`src/clasm_pkg.sv`:
```
`default_nettype none

package clasm_pkg;

    // Depth of the line store and the widths that follow from it.
    localparam int LINE_DEPTH = 64;
    localparam int IDX_W      = $clog2(LINE_DEPTH);
    localparam int SIZE_W     = IDX_W + 1;
    localparam int CHAR_W     = 8;
    localparam int STAT_W     = 2;

    // Control characters with a meaning of their own.
    localparam logic [CHAR_W-1:0] CH_CR    = 8'h0D;
    localparam logic [CHAR_W-1:0] CH_LF    = 8'h0A;
    localparam logic [CHAR_W-1:0] CH_BS    = 8'h08;
    localparam logic [CHAR_W-1:0] CH_QUOTE = 8'h22;
    localparam logic [CHAR_W-1:0] CH_SEMI  = 8'h3B;

    // Result status codes.
    localparam logic [STAT_W-1:0] STAT_INCOMPLETE = 2'd0;
    localparam logic [STAT_W-1:0] STAT_DONE       = 2'd1;
    localparam logic [STAT_W-1:0] STAT_FULL       = 2'd2;

    // Class of a received character.
    typedef enum logic [2:0] {
        CK_EOL   = 3'd0,
        CK_BS    = 3'd1,
        CK_QUOTE = 3'd2,
        CK_SEMI  = 3'd3,
        CK_OTHER = 3'd4
    } char_kind_t;

    // One classified character as it travels from the front to the back.
    typedef struct packed {
        char_kind_t        kind;
        logic [CHAR_W-1:0] ch;
    } cmd_t;

    // Back end sequencer states.
    typedef enum logic [2:0] {
        S_IDLE  = 3'b001,
        S_BSCHK = 3'b010,
        S_DRAIN = 3'b100
    } back_state_t;

    function automatic char_kind_t classify(input logic [CHAR_W-1:0] ch);
        char_kind_t kind;
        priority if (ch == CH_CR || ch == CH_LF) kind = CK_EOL;
        else if (ch == CH_BS)                    kind = CK_BS;
        else if (ch == CH_QUOTE)                 kind = CK_QUOTE;
        else if (ch == CH_SEMI)                  kind = CK_SEMI;
        else                                     kind = CK_OTHER;
        return kind;
    endfunction

endpackage

`default_nettype wire

```
`src/clasm_front.sv`:
```
`default_nettype none

module clasm_front
    import clasm_pkg::*;
(
    input  wire logic              clk,
    input  wire logic              rst_n,
    input  wire logic              in_valid,
    output logic                   in_stall,
    input  wire logic [CHAR_W-1:0] in_char,
    output logic                   cmd_valid,
    output cmd_t                   cmd,
    input  wire logic              cmd_pop
);

    // Two-entry queue of classified characters.
    cmd_t       q_mem [2];
    logic       wr_ptr_reg, wr_ptr_next;
    logic       rd_ptr_reg, rd_ptr_next;
    logic [1:0] count_reg, count_next;
    logic       push;

    assign in_stall  = (count_reg == 2'd2);
    assign push      = in_valid && !in_stall;
    assign cmd_valid = (count_reg != 2'd0);
    assign cmd       = q_mem[rd_ptr_reg];

    always_comb
    begin
        wr_ptr_next = push ? !wr_ptr_reg : wr_ptr_reg;
        rd_ptr_next = cmd_pop ? !rd_ptr_reg : rd_ptr_reg;
        if (push && !cmd_pop)
        begin
            count_next = count_reg + 2'd1;
        end
        else if (!push && cmd_pop)
        begin
            count_next = count_reg - 2'd1;
        end
        else
        begin
            count_next = count_reg;
        end
    end

    always_ff @(posedge clk or negedge rst_n)
    begin
        if (!rst_n)
        begin
            wr_ptr_reg <= 1'b0;
            rd_ptr_reg <= 1'b0;
            count_reg  <= 2'd0;
        end
        else
        begin
            wr_ptr_reg <= wr_ptr_next;
            rd_ptr_reg <= rd_ptr_next;
            count_reg  <= count_next;
        end
    end

    always_ff @(posedge clk)
    begin
        if (push)
        begin
            q_mem[wr_ptr_reg] <= '{kind: classify(in_char), ch: in_char};
        end
    end

endmodule

`default_nettype wire

```
`src/clasm_back.sv`:
```
`default_nettype none

module clasm_back
    import clasm_pkg::*;
(
    input  wire logic              clk,
    input  wire logic              rst_n,
    input  wire logic [SIZE_W-1:0] line_size,
    input  wire logic              cmd_valid,
    input  wire cmd_t              cmd,
    output logic                   cmd_pop,
    output logic                   out_valid,
    input  wire logic              out_stall,
    output logic [STAT_W-1:0]      status,
    output logic [CHAR_W-1:0]      line_char,
    output logic [IDX_W-1:0]       line_length,
    output logic                   last
);

    logic [CHAR_W-1:0] line_mem [LINE_DEPTH];
    logic [CHAR_W-1:0] rd_data_reg;

    back_state_t       state_reg, state_next;
    logic [IDX_W-1:0]  fill_reg, fill_next;
    logic [IDX_W-1:0]  drain_reg, drain_next;
    logic              quote_reg, quote_next;

    logic              out_valid_reg;
    logic [STAT_W-1:0] status_reg, res_status;
    logic [CHAR_W-1:0] char_reg, res_char;
    logic [IDX_W-1:0]  len_reg, res_len;
    logic              last_reg, res_last;

    logic              load;
    logic              out_free;
    logic              rd_en;
    logic [IDX_W-1:0]  rd_addr;
    logic              wr_en;
    logic [SIZE_W-1:0] size_eff;
    logic              store_full;
    logic              quote_tog;

    assign out_free   = !out_valid_reg || !out_stall;
    assign size_eff   = (line_size > SIZE_W'(LINE_DEPTH)) ? SIZE_W'(LINE_DEPTH) : line_size;
    assign store_full = !(({1'b0, fill_reg} + SIZE_W'(1)) < size_eff);
    assign quote_tog  = quote_reg ^ (cmd.kind == CK_QUOTE);

    always_comb
    begin
        state_next = state_reg;
        fill_next  = fill_reg;
        drain_next = drain_reg;
        quote_next = quote_reg;
        cmd_pop    = 1'b0;
        load       = 1'b0;
        rd_en      = 1'b0;
        rd_addr    = fill_reg - IDX_W'(1);
        wr_en      = 1'b0;
        res_status = STAT_INCOMPLETE;
        res_char   = '0;
        res_len    = '0;
        res_last   = 1'b1;

        unique case (state_reg)
            S_IDLE:
            begin
                if (cmd_valid && out_free)
                begin
                    cmd_pop = 1'b1;
                    load    = 1'b1;
                    unique case (cmd.kind)
                        CK_EOL:
                        begin
                            fill_next  = '0;
                            quote_next = 1'b0;
                        end
                        CK_BS:
                        begin
                            if (fill_reg != '0)
                            begin
                                // The removed character is read back to undo its parity.
                                fill_next  = fill_reg - IDX_W'(1);
                                rd_en      = 1'b1;
                                rd_addr    = fill_reg - IDX_W'(1);
                                state_next = S_BSCHK;
                            end
                        end
                        default:
                        begin
                            if (store_full)
                            begin
                                quote_next = quote_tog;
                                res_status = STAT_FULL;
                            end
                            else if (cmd.kind == CK_SEMI && !quote_tog)
                            begin
                                if (fill_reg == '0)
                                begin
                                    res_status = STAT_DONE;
                                    quote_next = 1'b0;
                                end
                                else
                                begin
                                    load       = 1'b0;
                                    rd_en      = 1'b1;
                                    rd_addr    = '0;
                                    drain_next = '0;
                                    state_next = S_DRAIN;
                                end
                            end
                            else
                            begin
                                wr_en      = 1'b1;
                                fill_next  = fill_reg + IDX_W'(1);
                                quote_next = quote_tog;
                            end
                        end
                    endcase
                end
            end
            S_BSCHK:
            begin
                if (rd_data_reg == CH_QUOTE)
                begin
                    quote_next = !quote_reg;
                end
                state_next = S_IDLE;
            end
            S_DRAIN:
            begin
                res_status = STAT_DONE;
                res_char   = rd_data_reg;
                res_len    = fill_reg;
                res_last   = ((drain_reg + IDX_W'(1)) == fill_reg);
                if (out_free)
                begin
                    load = 1'b1;
                    if (res_last)
                    begin
                        fill_next  = '0;
                        quote_next = 1'b0;
                        state_next = S_IDLE;
                    end
                    else
                    begin
                        drain_next = drain_reg + IDX_W'(1);
                        rd_en      = 1'b1;
                        rd_addr    = drain_reg + IDX_W'(1);
                    end
                end
            end
            default:
            begin
                state_next = S_IDLE;
            end
        endcase
    end

    always_ff @(posedge clk or negedge rst_n)
    begin
        if (!rst_n)
        begin
            state_reg     <= S_IDLE;
            fill_reg      <= '0;
            drain_reg     <= '0;
            quote_reg     <= 1'b0;
            out_valid_reg <= 1'b0;
        end
        else
        begin
            state_reg <= state_next;
            fill_reg  <= fill_next;
            drain_reg <= drain_next;
            quote_reg <= quote_next;
            if (load)
            begin
                out_valid_reg <= 1'b1;
            end
            else if (!out_stall)
            begin
                out_valid_reg <= 1'b0;
            end
        end
    end

    always_ff @(posedge clk)
    begin
        if (load)
        begin
            status_reg <= res_status;
            char_reg   <= res_char;
            len_reg    <= res_len;
            last_reg   <= res_last;
        end
    end

    always_ff @(posedge clk)
    begin
        if (wr_en)
        begin
            line_mem[fill_reg] <= cmd.ch;
        end
        if (rd_en)
        begin
            rd_data_reg <= line_mem[rd_addr];
        end
    end

    assign out_valid   = out_valid_reg;
    assign status      = status_reg;
    assign line_char   = char_reg;
    assign line_length = len_reg;
    assign last        = last_reg;

endmodule

`default_nettype wire

```
`src/command_line_assembler.sv`:
```
// Channel   Handshake               Payload
// input     in_valid / in_stall     in_char
// output    out_valid / out_stall   status, line_char, line_length, last
// config    line_size_we            line_size_data
//
// An ordinary character, CR or LF is handled by the back end in S_IDLE alone; a
// backspace that removes a character also passes through S_BSCHK, since the removed byte is
// read back from the line store to undo its quote parity.
// A completing semicolon on a non-empty line is drained in S_DRAIN: the single read
// port of the line store delivers one character per cycle while the output is not stalled.
// Reset clears the line length, the quote parity and the queues; the line
// store itself is not cleared, as only written entries are ever read.
// Either side may stall at any time; the two-entry queue takes up to two items
// while the back end drains a line or waits on a stalled output.
`default_nettype none

module command_line_assembler
    import clasm_pkg::*;
(
    input  wire logic              clk,
    input  wire logic              rst_n,
    input  wire logic              line_size_we,
    input  wire logic [SIZE_W-1:0] line_size_data,
    input  wire logic              in_valid,
    output logic                   in_stall,
    input  wire logic [CHAR_W-1:0] in_char,
    output logic                   out_valid,
    input  wire logic              out_stall,
    output logic [STAT_W-1:0]      status,
    output logic [CHAR_W-1:0]      line_char,
    output logic [IDX_W-1:0]       line_length,
    output logic                   last
);

    // The usable store size. Values above the store depth behave as the
    // full depth, and values below two leave the store always full; that
    // clamp is applied in the back end.
    logic [SIZE_W-1:0] line_size_reg;

    always_ff @(posedge clk or negedge rst_n)
    begin
        if (!rst_n)
        begin
            line_size_reg <= SIZE_W'(LINE_DEPTH);
        end
        else if (line_size_we)
        begin
            line_size_reg <= line_size_data;
        end
    end

    logic cmd_valid;
    cmd_t cmd;
    logic cmd_pop;

    // The front end classifies each character and queues it.
    clasm_front u_front (
        .clk       (clk),
        .rst_n     (rst_n),
        .in_valid  (in_valid),
        .in_stall  (in_stall),
        .in_char   (in_char),
        .cmd_valid (cmd_valid),
        .cmd       (cmd),
        .cmd_pop   (cmd_pop)
    );

    // The back end owns the line store, the fill index and the quote
    // parity, and produces every result through its output register.
    clasm_back u_back (
        .clk         (clk),
        .rst_n       (rst_n),
        .line_size   (line_size_reg),
        .cmd_valid   (cmd_valid),
        .cmd         (cmd),
        .cmd_pop     (cmd_pop),
        .out_valid   (out_valid),
        .out_stall   (out_stall),
        .status      (status),
        .line_char   (line_char),
        .line_length (line_length),
        .last        (last)
    );

    // The back end only takes a character the queue actually holds.
    assert property (@(posedge clk) disable iff (!rst_n) cmd_pop |-> cmd_valid)
        else $error("character taken from an empty queue");

    // Only a completed line spreads over several results.
    assert property (@(posedge clk) disable iff (!rst_n)
        (out_valid && !last) |-> (status == STAT_DONE))
        else $error("non-final result outside a completed line");

    // Results other than line characters carry no character and no length.
    assert property (@(posedge clk) disable iff (!rst_n)
        (out_valid && status != STAT_DONE) |-> (line_length == '0 && line_char == '0))
        else $error("stray payload on a result that is not a line character");

    // A line drains without gaps once its first character is out.
    assert property (@(posedge clk) disable iff (!rst_n)
        (out_valid && !out_stall && !last) |=> out_valid)
        else $error("gap inside a line drain");

endmodule

`default_nettype wire
```
`config.mk`:
```
export PLATFORM = sky130hd
export DESIGN_NAME = command_line_assembler
export DESIGN_NICKNAME = d
export VERILOG_FILES = /design/src/clasm_pkg.sv /design/src/clasm_front.sv /design/src/clasm_back.sv /design/src/command_line_assembler.sv
export SDC_FILE = /design/constraint.sdc
export NUM_CORES = 1
export LEC_CHECK = 0
export ABC_AREA = 1
export BUFFER_PORTS_ARGS = -buffer_cell sky130_fd_sc_hd__buf_2
export CAP_MARGIN = 5
export CORE_MARGIN = 3
export CORE_UTILIZATION = 35
export CTS_CLUSTER_SIZE = 16
export DETAILED_ROUTE_END_ITERATION = 16
export HOLD_SLACK_MARGIN = 0.08
export PLACE_DENSITY = 0.51
export SLEW_MARGIN = 10
export SYNTH_ARGS = -nofsm -noshare
export SYNTH_HDL_FRONTEND = slang
export SYNTH_SLANG_ARGS = --single-unit
```
`constraint.sdc`:
```
create_clock -name clk -period 7.5 [get_ports clk]
set_input_delay 0.375 -clock clk [delete_from_list [all_inputs] [get_ports clk]]
set_output_delay 0.375 -clock clk [all_outputs]
set_load 0.02 [all_outputs]
```
==> impl_metrics.xml, run 1 <==
<?xml version="1.0" encoding="UTF-8"?>
<metrics>
  <group name="routing">
    <metric name="drt-initial-drc-count" unit="">1771</metric>
    <metric name="drt_first_pass_iters" unit="">7</metric>
    <metric name="routed_wl_per_cell" unit="um">21.4</metric>
    <metric name="drcViolationCount" unit="">0</metric>
    <metric name="via_count" unit="">18200</metric>
    <metric name="routed_wirelength" unit="mm">74.9</metric>
    <metric name="antenna_violating_nets_post_route" unit="">0</metric>
    <metric name="route.detailed.vias_per_inst" unit="">5.21</metric>
  </group>
  <group name="die">
    <metric name="die_width" unit="um">281</metric>
    <metric name="top_level_ports" unit="">39</metric>
    <metric name="die-height" unit="um">281</metric>
    <metric name="placement_rows" unit="">100</metric>
    <metric name="starting_density_of_the_core" unit="%">35.4</metric>
    <metric name="floorplan.die_area" unit="sq um">78800</metric>
    <metric name="core_area" unit="sq um">74600</metric>
  </group>
  <group name="placed_design">
    <metric name="globalplace.congestion" unit="">0.879</metric>
    <metric name="port_buffers" unit="">38</metric>
    <metric name="hpwlAfterDp" unit="mm">41.9</metric>
    <metric name="pre_cts_slack" unit="ns">2.17</metric>
  </group>
  <group name="setup_path">
    <metric name="critical_path.n_buffers_inverters" unit="">4</metric>
    <metric name="slowest_delay" unit="ns">0.74</metric>
    <metric name="worstPathMaxFanout" unit="">114</metric>
    <metric name="critPathMostFrequentCell" unit="">sky130_fd_sc_hd__nand2_1</metric>
    <metric name="slowest_cp_cell" unit="">sky130_fd_sc_hd__nand2_8</metric>
    <metric name="timing.critical_path.cells" unit="">inv_2 -&gt; nor3_1 -&gt; inv_1 -&gt; nor2_1 -&gt; inv_1 -&gt; nand2_1 -&gt; ha_1 -&gt; nand2_1 -&gt; nor2_1 -&gt; nand2_1 -&gt; nand2_1 -&gt; nor2_4 -&gt; nand2_2 -&gt; a21oi_1 -&gt; nand2_4 -&gt; nand2_8 -&gt; buf_12 -&gt; nand2_1 -&gt; nand3_1 -&gt; nand3_1 -&gt; nand3_1 -&gt; nand3_1 -&gt; nand3_1 -&gt; nand2_1</metric>
    <metric name="crit_required" unit="ns">7.84</metric>
    <metric name="endpoint_type_of_the_worst_setup_path" unit="">register</metric>
    <metric name="critical_path.top_delay_family" unit="">simple AND/OR/NAND/NOR gates</metric>
    <metric name="path_class" unit="">reg2reg</metric>
    <metric name="crit_path_start_kind" unit="">register</metric>
    <metric name="cp.arrival" unit="ns">5.80</metric>
  </group>
  <group name="clock_tree">
    <metric name="cts_tree" unit="">built</metric>
    <metric name="cts_sinks" unit="">587</metric>
    <metric name="ctsLongestPathBuffers" unit="">3</metric>
    <metric name="clock_pin_slew_worst_setup_and_hold_paths" unit="ns">0.06</metric>
    <metric name="htree_num_levels" unit="">3</metric>
    <metric name="clk_latency" unit="ns">0.61</metric>
    <metric name="cts_setup_buffers" unit="">0</metric>
    <metric name="clockRootBuffer" unit="">sky130_fd_sc_hd__clkbuf_16</metric>
    <metric name="cts_buffers" unit="">66</metric>
  </group>
  <group name="global_route">
    <metric name="first_pass_grt_wire_length" unit="mm">114</metric>
    <metric name="antenna_found_initial" unit="">0</metric>
    <metric name="grt_pass1_vias" unit="">18200</metric>
    <metric name="globalRouteOverflowTotal" unit="">0</metric>
    <metric name="grt_max_degree" unit="">142</metric>
    <metric name="track_usage" unit="%">19.0</metric>
  </group>
  <group name="finish">
    <metric name="diodes" unit="">0</metric>
    <metric name="design.final.nets" unit="">2518</metric>
    <metric name="layout-drive-gt1-share" unit="%">7.73</metric>
    <metric name="reg.largest.list" unit="">u_back.line_mem x512, u_front.q_mem x22</metric>
    <metric name="max_flop_register" unit="">u_back.line_mem</metric>
    <metric name="largest_register_ff_count" unit="">512</metric>
    <metric name="n_fill_cell" unit="">7279</metric>
    <metric name="synthToLayoutAreaGrowth" unit="%">11.6</metric>
  </group>
  <group name="logic_synthesis">
    <metric name="yosysSeqAreaShare" unit="%">66.2</metric>
    <metric name="yosysUniqueCellTypes" unit="">43</metric>
    <metric name="yosys.area.top_type" unit="">sky130_fd_sc_hd__edfxtp_1</metric>
    <metric name="syn-num-nets" unit="">2519</metric>
    <metric name="synth.top_cells.by_area" unit="">sky130_fd_sc_hd__edfxtp_1, sky130_fd_sc_hd__nand3_1, sky130_fd_sc_hd__nand2_1, sky130_fd_sc_hd__inv_1, sky130_fd_sc_hd__nand3b_1</metric>
    <metric name="synth_flop_cell" unit="">sky130_fd_sc_hd__edfxtp_1</metric>
    <metric name="synthesis.instances" unit="">2489</metric>
    <metric name="synth-async-reset-ratio" unit="%">4.77</metric>
    <metric name="mapped_cell_area" unit="sq um">26400</metric>
    <metric name="mean_cell_area_of_the_mapped_netlist" unit="sq um">10.6</metric>
    <metric name="synth_top_area_share" unit="%">63.6</metric>
    <metric name="ys_ff_latch" unit="">587</metric>
    <metric name="synth_edf_count" unit="">559</metric>
    <metric name="synth_warnings" unit="">0</metric>
  </group>
  <group name="timing">
    <metric name="grt_setup_unrepaired" unit="">no</metric>
    <metric name="fraction_of_the_cycle_the_final_worst_path_needs" unit="%">72.8</metric>
    <metric name="worst_slew_pin_slew" unit="ns">1.14</metric>
    <metric name="drv_slew" unit="">0</metric>
    <metric name="worst_clock_skew" unit="ns">0.0278</metric>
    <metric name="timing.final.hold_violations" unit="">0</metric>
    <metric name="post-route-worst-setup-slack" unit="ns">2.04</metric>
    <metric name="fin_crit" unit="ns">5.46</metric>
    <metric name="clock.fmax" unit="MHz">183</metric>
    <metric name="post_route_setup_tns" unit="ns">0</metric>
    <metric name="number_of_setup_violations_in_the_final_report" unit="">0</metric>
    <metric name="max-slew-margin-rel" unit="%">23.8</metric>
  </group>
  <group name="flow_run">
    <metric name="maxCapViolCount" unit="">0</metric>
  </group>
  <group name="hold_path">
    <metric name="timing.hold.worst.class" unit="">in2reg</metric>
  </group>
  <group name="status">
    <metric name="status" unit="">complete, no violations</metric>
  </group>
</metrics>
-- cells in the mapped netlist (all sizes together), types with 2 or more instances --
cell / number
inv: 261
xor2: 8
nor4: 2
nand2: 583
o21a: 2
xnor2: 3
o211ai: 2
edfxtp: 559
o21ai: 30
nand3b: 97
nor3: 11
o2111ai: 2
buf: 128
dfrtp: 26
nand4: 7
nor2: 124
dfstp: 2
o22ai: 3
a21oi: 14
clkbuf: 17
ha: 10
o21bai: 2
mux2: 14
nand3: 577
-- metal layers --
layer	up-vias	track usage [%]	wire length, um
met1	9097	26.4	33500
met4	0	5.26	1900
met2	526	31.2	35600
met3	113	2.69	3900
met5	-	0	0
li1	8504	-	-
-- placed cells by master (no fill, tap or decap), drive strengths merged --
| cell | count |
|---|---|
| buf | 60 |
| nor4 | 2 |
| a21oi | 14 |
| dfstp | 2 |
| mux2 | 14 |
| nor4b | 1 |
| nand3b | 97 |
| o21a | 2 |
| nand4 | 7 |
| nor3 | 11 |
| ha | 10 |
| nand3 | 577 |
| o2111ai | 2 |
| mux2i | 1 |
| dlygate4sd3 | 16 |
| xor2 | 8 |
| o22ai | 3 |
| o21ai | 30 |
| a31oi | 1 |
| xnor2 | 3 |
| nor2 | 124 |
| dfrtp | 26 |
| or2 | 1 |
| o21bai | 2 |
| edfxtp | 559 |
| clkinv | 30 |
| nand2 | 583 |
| inv | 263 |
| o211ai | 2 |
| clkbuf | 84 |
-- through the flow --
stage / util (%) / hold WS [ns] / instances / instance area, sq um
2_1_floorplan: - / 0.0794 / 2489 / 26400
6_report: 39.5 / 0.108 / 3504 / 29500
3_3_place_gp: 36.7 / 0.457 / 3372 / 27300
3_5_place_dp: 36.7 / 0.468 / 3373 / 27300
4_1_cts: 39.5 / 0.0831 / 3504 / 29500
5_1_grt: 39.5 / 0.122 / 3504 / 29500
-- kinds of logic after synthesis --
kind of cell | share of synthesized area, %
AND/OR/NAND/NOR | 24.5
flip-flops | 66.2
buffers and inverters | 6.58
AO/OA/AOI/OAI | 1.21
multiplexers | 0.635
XOR/XNOR | 0.365
adder cells (fa/ha/maj) | 0.474
-- cell type report --
class	instances	area [sq um]	share of cell area [%]
clock buffer	84	1770	6.01
multi-input combinational	1495	7230	24.5
timing repair buffer	76	591	2.00
sequential	587	17500	59.4
inverter	262	985	3.34
tap	969	1210	4.11
clock inverter	31	183	0.620
-- worst paths after layout --
path | startpoint | to | slack [ns] | depth (start not counted)
max | u_back.fill_reg[0] | u_back.rd_data_reg[5] | 2.04 | 24
min | line_size_we | line_size_reg[6] | 0.11 | 2
max reg2reg | u_back.fill_reg[0] | u_back.rd_data_reg[5] | 2.04 | 24
min reg2reg | u_front.count_reg[0] | u_front.count_reg[0] | 0.53 | 1
max in group asynchronous | rst_n | u_back.fill_reg[1] | 6.68 | 2
min in group asynchronous | rst_n | u_back.drain_reg[2] | 0.37 | 2
-- repair_timing --
item / in CTS / in global routing
gates resized for setup: 0 / 0
hold buffers: 16 / 0
hold endpoints to repair: 49 / 0
Power of run 1 is left out: the tool's default activity adds up to more than one toggle a clock period on the data nets, which glitch-free logic cannot reach.
==> run 2, diff against run 1 <==
- ABC_AREA: 1 -> 0
- PLACE_DENSITY: 0.51 -> 0.53
- clock period: 7.5 -> 5 ns (I/O delays scaled with it)
==> run 2 against run 1 <==
  * Design area is 4.9% lower
  * Setup slack worse by 1.9 ns
  * Synthesized cell count is 32% lower
  * Register-to-register slack worse by 1.9 ns
  * Non-clock buffer count is 66 higher
  * Sequential share of layout area is 3.0 points higher
  * Final cell count is 21% lower
  * Hold slack better by 0.12 ns
  * Sequential cell count stayed put
  * Global-route usage is 0.86 points lower
  * Die area is 7.9% lower
  * Critical path type unchanged
==> impl_metrics.xml, run 2 <==
<?xml version="1.0" encoding="UTF-8"?>
<metrics>
  <group name="die">
    <metric name="floorplan.die_area" unit="sq um">72500</metric>
    <metric name="starting_density_of_the_core" unit="%">35.8</metric>
    <metric name="top_level_ports" unit="">39</metric>
    <metric name="placement_rows" unit="">95</metric>
    <metric name="die-height" unit="um">269</metric>
    <metric name="die_width" unit="um">269</metric>
    <metric name="core_area" unit="sq um">67900</metric>
  </group>
  <group name="timing">
    <metric name="post_route_setup_tns" unit="ns">0</metric>
    <metric name="fin_crit" unit="ns">4.83</metric>
    <metric name="drv_slew" unit="">0</metric>
    <metric name="timing.final.hold_violations" unit="">0</metric>
    <metric name="max-slew-margin-rel" unit="%">20.4</metric>
    <metric name="clock.fmax" unit="MHz">207</metric>
    <metric name="post-route-worst-setup-slack" unit="ns">0.168</metric>
    <metric name="fraction_of_the_cycle_the_final_worst_path_needs" unit="%">96.6</metric>
    <metric name="number_of_setup_violations_in_the_final_report" unit="">0</metric>
    <metric name="worst_clock_skew" unit="ns">0.0138</metric>
    <metric name="hold_slack" unit="ns">0.229</metric>
    <metric name="worst_slew_pin_slew" unit="ns">1.19</metric>
  </group>
  <group name="power_and_ir_drop">
    <metric name="sw_frac_of_total" unit="%">40.4</metric>
    <metric name="static-leakage-power" unit="nW">9.64</metric>
    <metric name="combPwrFrac" unit="%">43.3</metric>
    <metric name="seqPwrFrac" unit="%">34.6</metric>
    <metric name="power.switching" unit="mW">7.58</metric>
    <metric name="totalPowerFinal" unit="mW">18.8</metric>
    <metric name="power-per-cell-area" unit="nW/um^2">670</metric>
    <metric name="ir_drop" unit="mV">0.422</metric>
    <metric name="clkPwrFrac" unit="%">22.1</metric>
    <metric name="int_pwr" unit="mW">11.2</metric>
  </group>
  <group name="setup_path">
    <metric name="slowest_delay" unit="ns">0.52</metric>
    <metric name="endpoint_type_of_the_worst_setup_path" unit="">register</metric>
    <metric name="cp_num_cells" unit="">15</metric>
    <metric name="critical_path.n_buffers_inverters" unit="">1</metric>
    <metric name="path_class" unit="">reg2reg</metric>
    <metric name="worstRegToRegCells" unit="">15</metric>
    <metric name="crit_required" unit="ns">5.36</metric>
    <metric name="critical_path.top_delay_family" unit="">simple AND/OR/NAND/NOR gates</metric>
    <metric name="rr_startpoint" unit="">u_back.fill_reg[0]</metric>
    <metric name="timing.critical_path.cells" unit="">ha_1 -&gt; nand3_1 -&gt; xnor2_1 -&gt; ha_1 -&gt; nand4_1 -&gt; or3_1 -&gt; and4_1 -&gt; a211oi_1 -&gt; a211o_2 -&gt; buf_12 -&gt; mux2_2 -&gt; o22ai_1 -&gt; or3_1 -&gt; nand4_1 -&gt; or4b_1</metric>
    <metric name="worstPathMaxFanout" unit="">53</metric>
    <metric name="cp.arrival" unit="ns">5.19</metric>
    <metric name="worst_setup_path_startpoint" unit="">u_back.fill_reg[0]</metric>
    <metric name="slowest_cp_cell" unit="">sky130_fd_sc_hd__or4b_1</metric>
    <metric name="crit_path_start_kind" unit="">register</metric>
  </group>
  <group name="finish">
    <metric name="final_design_area_no_fill" unit="sq um">28000</metric>
    <metric name="layout_common_cells" unit="">sky130_fd_sc_hd__edfxtp_1, sky130_fd_sc_hd__nand2_1, sky130_fd_sc_hd__mux2i_1, sky130_fd_sc_hd__nor2_1, sky130_fd_sc_hd__buf_4</metric>
    <metric name="design.final.nets" unit="">1849</metric>
    <metric name="finish.utilization" unit="%">41.3</metric>
    <metric name="layout.cells.most_common" unit="">sky130_fd_sc_hd__edfxtp_1</metric>
    <metric name="finalNonFillerCells" unit="">2782</metric>
    <metric name="max_flop_register" unit="">u_back.line_mem</metric>
    <metric name="layout-drive-gt1-share" unit="%">14.3</metric>
    <metric name="diodes" unit="">0</metric>
    <metric name="reg.largest.list" unit="">u_back.line_mem x512, u_front.q_mem x22</metric>
    <metric name="synthToLayoutAreaGrowth" unit="%">15.5</metric>
    <metric name="largest_register_ff_count" unit="">512</metric>
    <metric name="n_fill_cell" unit="">6217</metric>
  </group>
  <group name="placed_design">
    <metric name="port_buffers" unit="">38</metric>
    <metric name="globalplace.congestion" unit="">0.890</metric>
    <metric name="pre_cts_slack" unit="ns">-0.0497</metric>
    <metric name="placed_cells" unit="">2646</metric>
    <metric name="hpwlAfterDp" unit="mm">42.1</metric>
    <metric name="post_dp_cell_area" unit="sq um">25900</metric>
  </group>
  <group name="global_route">
    <metric name="antenna_found_initial" unit="">2</metric>
    <metric name="grt_max_degree" unit="">98</metric>
    <metric name="first_pass_grt_wire_length" unit="mm">99.2</metric>
    <metric name="grt_pass1_vias" unit="">14500</metric>
    <metric name="globalRouteOverflowTotal" unit="">0</metric>
    <metric name="track_usage" unit="%">18.2</metric>
  </group>
  <group name="logic_synthesis">
    <metric name="synthesis.instances" unit="">1700</metric>
    <metric name="yosys.area.top_type" unit="">sky130_fd_sc_hd__edfxtp_1</metric>
    <metric name="synth.cells.most_frequent" unit="">sky130_fd_sc_hd__edfxtp_1, sky130_fd_sc_hd__nand2_1, sky130_fd_sc_hd__mux2i_1</metric>
    <metric name="mapped_cell_area" unit="sq um">24300</metric>
    <metric name="synth_top_area_share" unit="%">69.2</metric>
    <metric name="yosysSeqAreaShare" unit="%">72.1</metric>
    <metric name="synth.top_cells.by_area" unit="">sky130_fd_sc_hd__edfxtp_1, sky130_fd_sc_hd__nand2_1, sky130_fd_sc_hd__mux2i_1, sky130_fd_sc_hd__dfrtp_1, sky130_fd_sc_hd__mux2_2</metric>
    <metric name="synth_warnings" unit="">0</metric>
    <metric name="mean_cell_area_of_the_mapped_netlist" unit="sq um">14.3</metric>
    <metric name="ys_ff_latch" unit="">587</metric>
    <metric name="yosys.cell_count.top_type" unit="">sky130_fd_sc_hd__edfxtp_1</metric>
    <metric name="synth-async-reset-ratio" unit="%">4.77</metric>
    <metric name="syn-num-nets" unit="">1730</metric>
    <metric name="synth_edf_count" unit="">559</metric>
    <metric name="yosysUniqueCellTypes" unit="">72</metric>
    <metric name="synth_flop_cell" unit="">sky130_fd_sc_hd__edfxtp_1</metric>
  </group>
  <group name="clock_tree">
    <metric name="clk_latency" unit="ns">0.62</metric>
    <metric name="cts_tree" unit="">built</metric>
    <metric name="ctsLongestPathBuffers" unit="">3</metric>
    <metric name="cts_sinks" unit="">587</metric>
    <metric name="htree_num_levels" unit="">2</metric>
    <metric name="clock_pin_slew_worst_setup_and_hold_paths" unit="ns">0.06</metric>
    <metric name="clockRootBuffer" unit="">sky130_fd_sc_hd__clkbuf_16</metric>
    <metric name="cts_buffers" unit="">58</metric>
  </group>
  <group name="routing">
    <metric name="drt-initial-drc-count" unit="">1598</metric>
    <metric name="routed_wl_per_cell" unit="um">24.5</metric>
    <metric name="route.detailed.vias_per_inst" unit="">5.36</metric>
    <metric name="drt_first_pass_iters" unit="">6</metric>
    <metric name="drcViolationCount" unit="">0</metric>
    <metric name="met1_length" unit="mm">29.8</metric>
    <metric name="met3_length" unit="mm">4.94</metric>
    <metric name="via_count" unit="">14900</metric>
    <metric name="top_layer" unit="">met4</metric>
    <metric name="antenna_violating_nets_post_route" unit="">0</metric>
    <metric name="routed_wirelength" unit="mm">68.2</metric>
    <metric name="routed-wl-met2" unit="mm">31.5</metric>
  </group>
  <group name="flow_run">
    <metric name="maxCapViolCount" unit="">0</metric>
  </group>
  <group name="status">
    <metric name="status" unit="">complete, no violations</metric>
  </group>
  <group name="hold_path">
    <metric name="timing.hold.worst.class" unit="">in2async</metric>
  </group>
</metrics>
[run 2: logic make-up after synthesis]
| kind of cell | synth area share [%] |
|---|---|
| DFF | 72.1 |
| and+or+nand+nor | 10.7 |
| AOI/OAI and AO/OA | 7.02 |
| muxes | 6.85 |
| buffers and inverters | 1.76 |
| xor gates and xnor gates | 1.12 |
| adders and majority gates | 0.516 |
[run 2: final timing paths]
check                           slack (ns)               endpoint
max in group asynchronous             4.30       u_back.out_valid
worst max-delay path                  0.17  u_back.rd_data_reg[2]
worst min register to register        0.50     u_front.wr_ptr_reg
worst min-delay path                  0.23     u_back.fill_reg[5]
min in group clk                      0.41    u_front.q_mem[0][5]
worst max register to register        0.17  u_back.rd_data_reg[2]
[run 2: cell type report]
type / count / area (sq um) / share of cell area (%)
Multi-Input combinational cell: 1022 / 6480 / 23.1
Timing Repair Buffer: 142 / 1110 / 3.98
Inverter: 8 / 30.0 / 0.107
Clock buffer: 75 / 1540 / 5.48
Sequential cell: 587 / 17500 / 62.4
Tap cell: 921 / 1150 / 4.11
Clock inverter: 27 / 226 / 0.808
[run 2: layer usage]
metal  vias to the layer above  global-route usage [%]
met4                         0                    5.12
met3                       105                    3.28
li1                       6695                       -
met5                         -                       0
met2                       563                    29.0
met1                      7542                    25.6
[run 2: worst register-to-register path, cell delays in order (launching register included)]
cell	delay, ns
sky130_fd_sc_hd__dfrtp_1	0.42
sky130_fd_sc_hd__ha_1	0.23
sky130_fd_sc_hd__nand3_1	0.12
sky130_fd_sc_hd__xnor2_1	0.16
sky130_fd_sc_hd__ha_1	0.33
sky130_fd_sc_hd__nand4_1	0.14
sky130_fd_sc_hd__or3_1	0.46
sky130_fd_sc_hd__and4_1	0.25
sky130_fd_sc_hd__a211oi_1	0.35
sky130_fd_sc_hd__a211o_2	0.19
sky130_fd_sc_hd__buf_12	0.31
sky130_fd_sc_hd__mux2_2	0.44
sky130_fd_sc_hd__o22ai_1	0.38
sky130_fd_sc_hd__or3_1	0.20
sky130_fd_sc_hd__nand4_1	0.09
sky130_fd_sc_hd__or4b_1	0.52
[run 2: power by group through the flow]
stage,clock (mW),combinational [mW],sequential (mW)
6_report,4.15,8.13,6.49
5_1_grt,4.43,8.66,6.53
4_1_cts,4.23,7.87,6.49
3_5_place_dp,0,7.78,6.58
3_3_place_gp,0,7.75,6.58
2_1_floorplan,0,4.64,6.61
[run 2: repair_timing]
action,CTS,global route
setup buffers,0,4
hold endpoints to repair,59,0
setup endpoints to repair,3,8
hold buffers,26,0
pin swaps,0,3
gates resized for setup,1,12
gates cloned,2,2
No activity file was read; power rests on OpenSTA's default activity.
==> run 3, diff against run 2 <==
- CORE_ASPECT_RATIO: not set -> 1.25
- REMOVE_ABC_BUFFERS: not set -> 1
==> run 3 against run 2 <==
  * Critical path depth decreased by 3
  * Via count fell by 1.3%
  * Sequential power is essentially flat
  * Clock power shrank 2%
  * Count of clock-buffer cells in the layout fell by 4
  * Critical endpoint is now u_back.rd_data_reg[7]
  * Non-clock buffer count rose by 14
==> impl_metrics.xml, run 3 (same netlist as run 2, synthesis figures left out) <==
<?xml version="1.0" encoding="UTF-8"?>
<metrics>
  <group name="status">
    <metric name="status" unit="">complete, no violations</metric>
  </group>
  <group name="setup_path">
    <metric name="endpoint_type_of_the_worst_setup_path" unit="">register</metric>
    <metric name="crit_path_start_kind" unit="">register</metric>
    <metric name="crit_reg_reg_endpoint" unit="">u_back.rd_data_reg[7]</metric>
    <metric name="slowest_cp_cell" unit="">sky130_fd_sc_hd__dfrtp_1</metric>
    <metric name="crit_required" unit="ns">5.36</metric>
    <metric name="critPathMostFrequentCell" unit="">sky130_fd_sc_hd__nand2_1</metric>
    <metric name="worstRegToRegCells" unit="">12</metric>
    <metric name="timing.critical_path.cells" unit="">ha_1 -&gt; xnor2_1 -&gt; nand2_1 -&gt; nand4b_1 -&gt; o21ai_2 -&gt; buf_4 -&gt; mux2i_4 -&gt; nand2_1 -&gt; o22ai_1 -&gt; or3_1 -&gt; nand4_1 -&gt; or4b_1</metric>
    <metric name="rr_startpoint" unit="">u_back.drain_reg[0]</metric>
    <metric name="reg_to_reg_setup_timing_slack" unit="ns">0.19</metric>
    <metric name="slowest_delay" unit="ns">0.71</metric>
    <metric name="path_class" unit="">reg2reg</metric>
    <metric name="worstPathMaxFanout" unit="">9</metric>
    <metric name="cp.arrival" unit="ns">5.16</metric>
  </group>
  <group name="finish">
    <metric name="layout_common_cells" unit="">sky130_fd_sc_hd__edfxtp_1, sky130_fd_sc_hd__nand2_1, sky130_fd_sc_hd__mux2i_1, sky130_fd_sc_hd__nor2_1, sky130_fd_sc_hd__buf_4</metric>
    <metric name="largest_register_ff_count" unit="">512</metric>
    <metric name="synthToLayoutAreaGrowth" unit="%">15.9</metric>
    <metric name="max_flop_register" unit="">u_back.line_mem</metric>
    <metric name="regArea" unit="sq um">17500</metric>
    <metric name="final_design_area_no_fill" unit="sq um">28100</metric>
    <metric name="n_fill_cell" unit="">6263</metric>
    <metric name="layout-drive-gt1-share" unit="%">15.0</metric>
    <metric name="design.final.nets" unit="">1860</metric>
    <metric name="area_of_the_multi_input_gates" unit="sq um">6470</metric>
    <metric name="reg.largest.list" unit="">u_back.line_mem x512, u_front.q_mem x22</metric>
    <metric name="diodes" unit="">0</metric>
    <metric name="layout.cells.most_common" unit="">sky130_fd_sc_hd__edfxtp_1</metric>
  </group>
  <group name="clock_tree">
    <metric name="ctsLongestPathBuffers" unit="">3</metric>
    <metric name="clockRootBuffer" unit="">sky130_fd_sc_hd__clkbuf_16</metric>
    <metric name="cts_sinks" unit="">587</metric>
    <metric name="cts_buffers" unit="">55</metric>
    <metric name="clock_pin_slew_worst_setup_and_hold_paths" unit="ns">0.07</metric>
    <metric name="clk_latency" unit="ns">0.62</metric>
    <metric name="htree_num_levels" unit="">2</metric>
    <metric name="cts_tree" unit="">built</metric>
  </group>
  <group name="die">
    <metric name="die-height" unit="um">300</metric>
    <metric name="starting_density_of_the_core" unit="%">35.5</metric>
    <metric name="die_width" unit="um">242</metric>
    <metric name="floorplan.die_area" unit="sq um">72500</metric>
    <metric name="core_area" unit="sq um">68400</metric>
    <metric name="top_level_ports" unit="">39</metric>
    <metric name="placement_rows" unit="">107</metric>
  </group>
  <group name="routing">
    <metric name="top_layer" unit="">met4</metric>
    <metric name="drt-initial-drc-count" unit="">1261</metric>
    <metric name="drcViolationCount" unit="">0</metric>
    <metric name="met3_length" unit="mm">3.03</metric>
    <metric name="routed_wl_per_cell" unit="um">23.2</metric>
    <metric name="routed_wirelength" unit="mm">65.1</metric>
    <metric name="routed-wl-met2" unit="mm">33.1</metric>
    <metric name="drt_first_pass_iters" unit="">6</metric>
    <metric name="antenna_violating_nets_post_route" unit="">0</metric>
    <metric name="met1_length" unit="mm">27.3</metric>
    <metric name="via_count" unit="">14700</metric>
    <metric name="route.detailed.vias_per_inst" unit="">5.26</metric>
  </group>
  <group name="global_route">
    <metric name="grt_max_degree" unit="">65</metric>
    <metric name="first_pass_grt_wire_length" unit="mm">96.3</metric>
    <metric name="grt_pass1_vias" unit="">14800</metric>
    <metric name="globalRouteOverflowTotal" unit="">0</metric>
    <metric name="antenna_found_initial" unit="">0</metric>
    <metric name="track_usage" unit="%">17.5</metric>
  </group>
  <group name="power_and_ir_drop">
    <metric name="totalPowerFinal" unit="mW">18.5</metric>
    <metric name="static-leakage-power" unit="nW">9.70</metric>
    <metric name="power-per-cell-area" unit="nW/um^2">656</metric>
    <metric name="ir_drop" unit="mV">0.361</metric>
  </group>
  <group name="timing">
    <metric name="worst_slew_pin_slew" unit="ns">1.05</metric>
    <metric name="worst_clock_skew" unit="ns">0.0180</metric>
    <metric name="post_route_setup_tns" unit="ns">0</metric>
    <metric name="number_of_setup_violations_in_the_final_report" unit="">0</metric>
    <metric name="drv_slew" unit="">0</metric>
    <metric name="fraction_of_the_cycle_the_final_worst_path_needs" unit="%">96.1</metric>
    <metric name="hold_slack" unit="ns">0.214</metric>
    <metric name="clock.fmax" unit="MHz">208</metric>
    <metric name="grt_setup_unrepaired" unit="">no</metric>
    <metric name="max-slew-margin-rel" unit="%">29.7</metric>
    <metric name="fin_crit" unit="ns">4.81</metric>
    <metric name="timing.final.hold_violations" unit="">0</metric>
  </group>
  <group name="placed_design">
    <metric name="hpwlAfterDp" unit="mm">41.4</metric>
    <metric name="port_buffers" unit="">38</metric>
    <metric name="post_dp_cell_area" unit="sq um">26000</metric>
    <metric name="globalplace.congestion" unit="">0.895</metric>
  </group>
  <group name="hold_path">
    <metric name="timing.hold.worst.class" unit="">in2async</metric>
  </group>
  <group name="flow_run">
    <metric name="maxCapViolCount" unit="">0</metric>
  </group>
</metrics>
run 3: worst max-delay path by stage:
stage                                       end  cells past startpoint           startpoint  slack [ns]
final                     u_back.rd_data_reg[7]                     12  u_back.drain_reg[0]        0.19
after global routing      u_back.rd_data_reg[7]                     12  u_back.drain_reg[0]        0.02
after CTS                 u_back.rd_data_reg[5]                     15   u_back.fill_reg[0]        0.05
after detailed placement  u_back.rd_data_reg[5]                     15   u_back.fill_reg[0]       -0.07
after global placement    u_back.rd_data_reg[5]                     15   u_back.fill_reg[2]       -0.04
after floorplan           u_back.rd_data_reg[0]                     14   u_back.fill_reg[2]       -3.37
run 3: power by group:
group	internal [mW]	switching [mW]	leakage, nW
clock network	2.26	1.79	0.840
registers	6.33	0.184	5.39
logic	2.62	5.27	3.47
run 3: worst max-delay path: cells and delay by family (launching register included):
family	cells	cell delay, ns
fa+ha+maj	1	0.40
flops	1	0.71
xor+xnor	1	0.16
buf+inv	1	0.29
compound gates	2	0.81
mux	1	0.39
simple gates	6	1.80
run 3: cell type report:
type / count / share of cell area, %
flip-flops and latches: 587 / 62.2
multi-input cells: 1022 / 23.0
clock buffers: 71 / 5.18
repair buffers: 156 / 4.48
well taps: 926 / 4.12
clock inverters: 30 / 0.899
inverters: 8 / 0.107
run 3: metal layers:
metal,track usage [%],vias up
met1,22.5,7483
li1,-,6722
met2,31.1,418
met5,0,-
met3,2.48,92
met4,4.93,0
run 3: what timing repair did:
action,4_1_cts,5_1_grt
gates cloned,1,2
hold buffers,26,0
gates resized for setup,1,11
pin swaps,0,3
setup buffers,0,5
endpoints found under the setup margin,1,8
endpoints found under the hold margin,57,0
run 3: metrics by stage:
| stage | setup slack (ns) | instances | utilization, % |
|---|---|---|---|
| floorplan | -3.37 | 1614 | - |
| global placement | -0.0437 | 2665 | 38.0 |
| detailed placement | -0.0653 | 2665 | 38.0 |
| CTS | 0.0483 | 2793 | 40.9 |
| global route | 0.0227 | 2800 | 41.1 |
| finish | 0.194 | 2800 | 41.1 |
